## src/rtl/core/assert_macros.svh

```systemverilog
// Assertion macros shared by the core RTL.
`ifndef ASSERT_MACROS_SVH
`define ASSERT_MACROS_SVH

// Same-cycle implication, disabled while reset is asserted.
`define ASSERT_IMPLY(label, clk, rst_n, cond, prop, msg) \
    label: assert property (@(posedge clk) disable iff (!rst_n) (cond) |-> (prop)) \
        else $error(msg);

// Next-cycle implication, disabled while reset is asserted.
`define ASSERT_NEXT(label, clk, rst_n, cond, prop, msg) \
    label: assert property (@(posedge clk) disable iff (!rst_n) (cond) |=> (prop)) \
        else $error(msg);

`endif

```

## src/rtl/core/lpim_pkg.sv

```systemverilog
// ----------------------------------------------------------------------------
// lpim_pkg
// Shared types and constants for the linear-probe index map.
// ----------------------------------------------------------------------------
`default_nettype none

package lpim_pkg;

    localparam int KEY_W  = 32;
    localparam int SLOT_W = 12;
    localparam int CNT_W  = 13;   // slot counter and slot_limit register
    localparam int LIM_W  = 17;   // compare width, holds MAX_SLOTS up to 131071
    localparam int CMD_W  = 2;
    localparam int STAT_W = 3;

    localparam logic [CNT_W-1:0] SLOT_LIMIT_RST = 13'd4096;

    typedef enum logic [CMD_W-1:0] {
        CMD_ADD        = 2'd0,
        CMD_LOOKUP     = 2'd1,
        CMD_LOOKUP_ADD = 2'd2,
        CMD_CLEAR      = 2'd3
    } cmd_t;

    typedef enum logic [STAT_W-1:0] {
        ST_OK        = 3'd0,
        ST_NOT_FOUND = 3'd1,
        ST_EXHAUSTED = 3'd2,
        ST_FULL      = 3'd3,
        ST_ZERO_KEY  = 3'd4
    } status_t;

    // Sequencer to slot allocator
    typedef struct packed {
        logic clr;    // reset the slot count
        logic take;   // allocate one slot
    } alloc_ctrl_t;

    // Slot allocator to sequencer
    typedef struct packed {
        logic             exhausted;
        logic [CNT_W-1:0] used;
    } alloc_stat_t;

endpackage

`default_nettype wire

```

## src/rtl/core/lpim_slot_alloc.sv

```systemverilog
// ----------------------------------------------------------------------------
// lpim_slot_alloc
// Slot counter, slot_limit register and the exhausted check.
// ----------------------------------------------------------------------------
`default_nettype none

module lpim_slot_alloc #(
    parameter int MAX_SLOTS = 4096
) (
    input  wire logic                          clk,
    input  wire logic                          rst_n,
    input  wire logic                          cfg_wr_en,
    input  wire logic [lpim_pkg::CNT_W-1:0]    cfg_wr_data,
    input  wire lpim_pkg::alloc_ctrl_t         ctrl,
    output lpim_pkg::alloc_stat_t              stat
);

    localparam logic [lpim_pkg::LIM_W-1:0] MAX_LIM = lpim_pkg::LIM_W'(MAX_SLOTS);

    logic [lpim_pkg::CNT_W-1:0] limit_reg;
    logic [lpim_pkg::CNT_W-1:0] used_reg;
    logic [lpim_pkg::CNT_W-1:0] used_next;
    logic [lpim_pkg::LIM_W-1:0] eff_lim;

    // effective limit is min(slot_limit, MAX_SLOTS)
    always_comb
    begin
        eff_lim = lpim_pkg::LIM_W'(limit_reg);
        if (eff_lim > MAX_LIM)
        begin
            eff_lim = MAX_LIM;
        end
    end

    assign stat.exhausted = (lpim_pkg::LIM_W'(used_reg) >= eff_lim);
    assign stat.used      = used_reg;

    // count update; clear wins
    always_comb
    begin
        used_next = used_reg;
        if (ctrl.clr)
        begin
            used_next = '0;
        end
        else if (ctrl.take)
        begin
            used_next = used_reg + 1'b1;
        end
    end

    always_ff @(posedge clk or negedge rst_n)
    begin
        if (!rst_n)
        begin
            limit_reg <= lpim_pkg::SLOT_LIMIT_RST;
            used_reg  <= '0;
        end
        else
        begin
            if (cfg_wr_en)
            begin
                limit_reg <= cfg_wr_data;
            end
            used_reg <= used_next;
        end
    end

endmodule

`default_nettype wire

```

## config.mk

```make
export PLATFORM = sky130hd
export DESIGN_NAME = lpim_slot_alloc
export DESIGN_NICKNAME = d
export VERILOG_FILES = /design/src/rtl/core/assert_macros.svh /design/src/rtl/core/lpim_pkg.sv /design/src/rtl/core/lpim_slot_alloc.sv
export SDC_FILE = /design/constraint.sdc
export NUM_CORES = 1
export LEC_CHECK = 0
export BUFFER_PORTS_ARGS = -buffer_cell sky130_fd_sc_hd__buf_2
export CORE_UTILIZATION = 57
export DETAILED_ROUTE_END_ITERATION = 6
export GPL_TIMING_DRIVEN = 0
export HOLD_SLACK_MARGIN = 0.05
export PLACE_DENSITY = 0.94
export SETUP_SLACK_MARGIN = 0.3
export SLEW_MARGIN = 25
export SYNTH_ARGS = -nofsm -noshare
export SYNTH_HDL_FRONTEND = slang
export SYNTH_SLANG_ARGS = --single-unit
```

## constraint.sdc

```tcl
create_clock -name clk -period 5.9 [get_ports clk]
set_clock_uncertainty 0.15 [all_clocks]
set_input_delay 1.18 -clock clk [delete_from_list [all_inputs] [get_ports clk]]
set_output_delay 1.18 -clock clk [all_outputs]
set_load 0.01 [all_outputs]
```

==> results by group <==
Global routing
  • Initial antenna violation count: 0
  • Gr ovfl total: 0
  • Total Routing Usage GR: 0.236
  • First-pass GRT wire length: 4820 um
  • Largest net degree at the start of global routing: 27
  • Vias in the first global route: 1136

Worst setup path
  • Critical Path AT: 2.57 ns
  • Reg2reg path depth: 5
  • FF-to-FF End: used_reg[12]$_DFFE_PN0P_
  • Crit Path Class: flop to output port
  • Startpoint Class: flop
  • Reg2Reg Launch Point: used_reg[0]$_DFFE_PN0P_
  • Crit path required time: 4.57 ns
  • CP endpoint kind: output port
  • Reg2Reg Setup Slack: 4.25 ns
  • Critical Path Fanout Max: 10

Yosys
  • Top cells by count, synth: dfrtp_1, nand2_1, ha_1, nor2_1, mux2_2
  • Largest cells by area after synthesis: dfrtp_1, ha_1, mux2_2
  • Share of Yosys cell area claimed by the top area cell type: 0.431
  • Ys flop type: dfrtp_1
  • Synth cell types: 26
  • Syn Inst Count: 142
  • Cell taking the most area after synthesis: dfrtp_1
  • Synth Net Count: 174
  • Post-synth EDFFs: 0
  • Sequential area share after synthesis: 0.450
  • Most common cell in the netlist: dfrtp_1
  • Mapped Avg Cell Area: 10.2 sq um
  • Synth warn: 0
  • Synth Cell Area: 1450 sq um
  • Synth async-reset ratio: 1.00
  • FF+latch count, synth: 26

CTS
  • Num Clock Sinks: 26
  • Post-CTS Setup Bufs: 0
  • Quantity of gates resized following cts: 0
  • H-tree Lvls: 1
  • Clk root buf: clkbuf_4
  • Reg clk slew, reported paths: 0.14 ns
  • Clk_lat worst skew: 0.32 ns
  • Max clock buf depth: 2
  • CTS tree: done
  • # hold bufs at CTS: 0
  • Number of CTS-inserted buffers: 3

Cells and area
  • Final core area utilization: 0.723
  • Number of antenna diodes: 0
  • Area growth syn-to-layout: 14.6%
  • Layout cells sized above 1: 0.284
  • Final net count: 209
  • Post-Layout Cell Count: 204

Die
  • Die Area: 2750 sq um
  • Die Width: 52.4 um
  • I/O pin total: 32
  • Die height: 52.4 um
  • Initial core utilization: 0.631
  • Core footprint: 2300 sq um
  • Number of rows in the core area: 17

Pwr
  • Maximum VDD drop: 196 uV
  • Leak: 0.796 nW
  • Power consumption: 0.326 mW
  • Power Density: 196 nW/um^2

Route
  • Via density: 5.57
  • Router iterations before antenna repair: 4
  • Vias: 1136
  • WL per Instance: 13.9 um
  • Final ANT Viol Nets: 0
  • WL final: 2840 um
  • DR iter-0 viols: 19
  • Post-route DRC: 0

Timing
  • Worst Slack Setup Final: 2.00 ns
  • Least-Margin Pin Slew: 0.514 ns
  • RSZ-0062 raised after global routing: no
  • Hold Vio Cnt, Final: 0
  • Max Slew Vio Count: 0
  • Setup total negative slack: 0 ns
  • Final period utilization: 0.661
  • Max Clk Rate: 257 MHz
  • Slew headroom: 0.649
  • # setup viols final: 0
  • Crit path time final: 3.90 ns

Placement
  • IO buf count: 30
  • Dpl hpwl: 2210 um
  • Placed cells: 200
  • Final GP Congestion: 0.796
  • Place WS: 2.37 ns

Min path
  • WHS Endpoint: limit_reg[6]$_DFFE_PN0P_
  • Hold Path Depth: 1
  • Hold Crit Class: flop to flop
  • Worst min-delay path startpoint: limit_reg[6]$_DFFE_PN0P_

Job
  • Max-Cap Viols: 0

Outcome
  • Status: completed
## stage by stage
step / instance area, sq um / hold slack [ns]
floorplan: 1450 / 0.323
global placement: 1640 / 0.339
detailed placement: 1640 / 0.350
CTS: 1660 / 0.381
global route: 1660 / 0.399
finish: 1660 / 0.377
## worst max path at each step
stage / slack, ns / cells after the start / endpoint / from
finish: 2.00 / 9 / stat[13] / limit_reg[12]$_DFFE_PN1P_
global route: 1.78 / 9 / stat[13] / limit_reg[12]$_DFFE_PN1P_
CTS: 1.97 / 9 / stat[13] / limit_reg[12]$_DFFE_PN1P_
detailed placement: 2.37 / 9 / stat[13] / limit_reg[12]$_DFFE_PN1P_
global placement: 2.48 / 9 / stat[13] / limit_reg[12]$_DFFE_PN1P_
floorplan: 2.83 / 8 / stat[13] / limit_reg[12]$_DFFE_PN1P_
## cell usage in the layout (no fill, tap or decap), drive strengths merged
master,n
inv,4
nand3,4
dfstp,1
nor3,5
ha,14
mux2i,1
nand2,20
o2111ai,1
xor2,3
xnor2,8
nand2b,1
dfrtp,25
nor2,14
or3,1
o21ai,6
mux2,12
a21oi,7
a2111oi,1
nor4,4
nand4,3
buf,30
nor2b,2
clkbuf,8
nand3b,1
## worst max-delay path, stage by stage (launching register included)
cell and delay (ns):
dfstp_2 0.39, inv_1 0.09, clkbuf_1 0.34, nand2_1 0.12, ha_1 0.33, a21oi_1 0.15, o21ai_0 0.10, a2111oi_0 0.49
nor3_1 0.09, buf_2 0.16
## per-layer routing
layer	track usage	wire length (um)	vias up
met4	0.0702	40	0
met1	0.280	1220	531
met5	0	0	-
li1	-	-	563
met3	0.0261	120	5
met2	0.439	1450	37
## area by class of cell
type | count | area [sq um]
Buffer | 4 | 16.3
Clock buffer | 4 | 26.3
Fill cell | 180 | 636
Inverter | 4 | 15.0
Multi-Input combinational cell | 108 | 767
Sequential cell | 26 | 652
Tap cell | 28 | 35.0
Timing Repair Buffer | 30 | 150
## cells by family after synthesis
| kind of cell | share of synthesized area |
|---|---|
| buffers and inverters | 0.0216 |
| AOI/OAI and AO/OA | 0.0612 |
| xor gates and xnor gates | 0.0664 |
| and+or+nand+nor | 0.180 |
| muxes | 0.100 |
| adders and majority gates | 0.121 |
| DFF | 0.450 |
## report_power, final
group | switching [mW] | internal (mW)
Sequential | 0.00725 | 0.189
Combinational | 0.0283 | 0.0247
Clock | 0.0508 | 0.0265
Note: power is estimated with default switching activity, not from simulation.
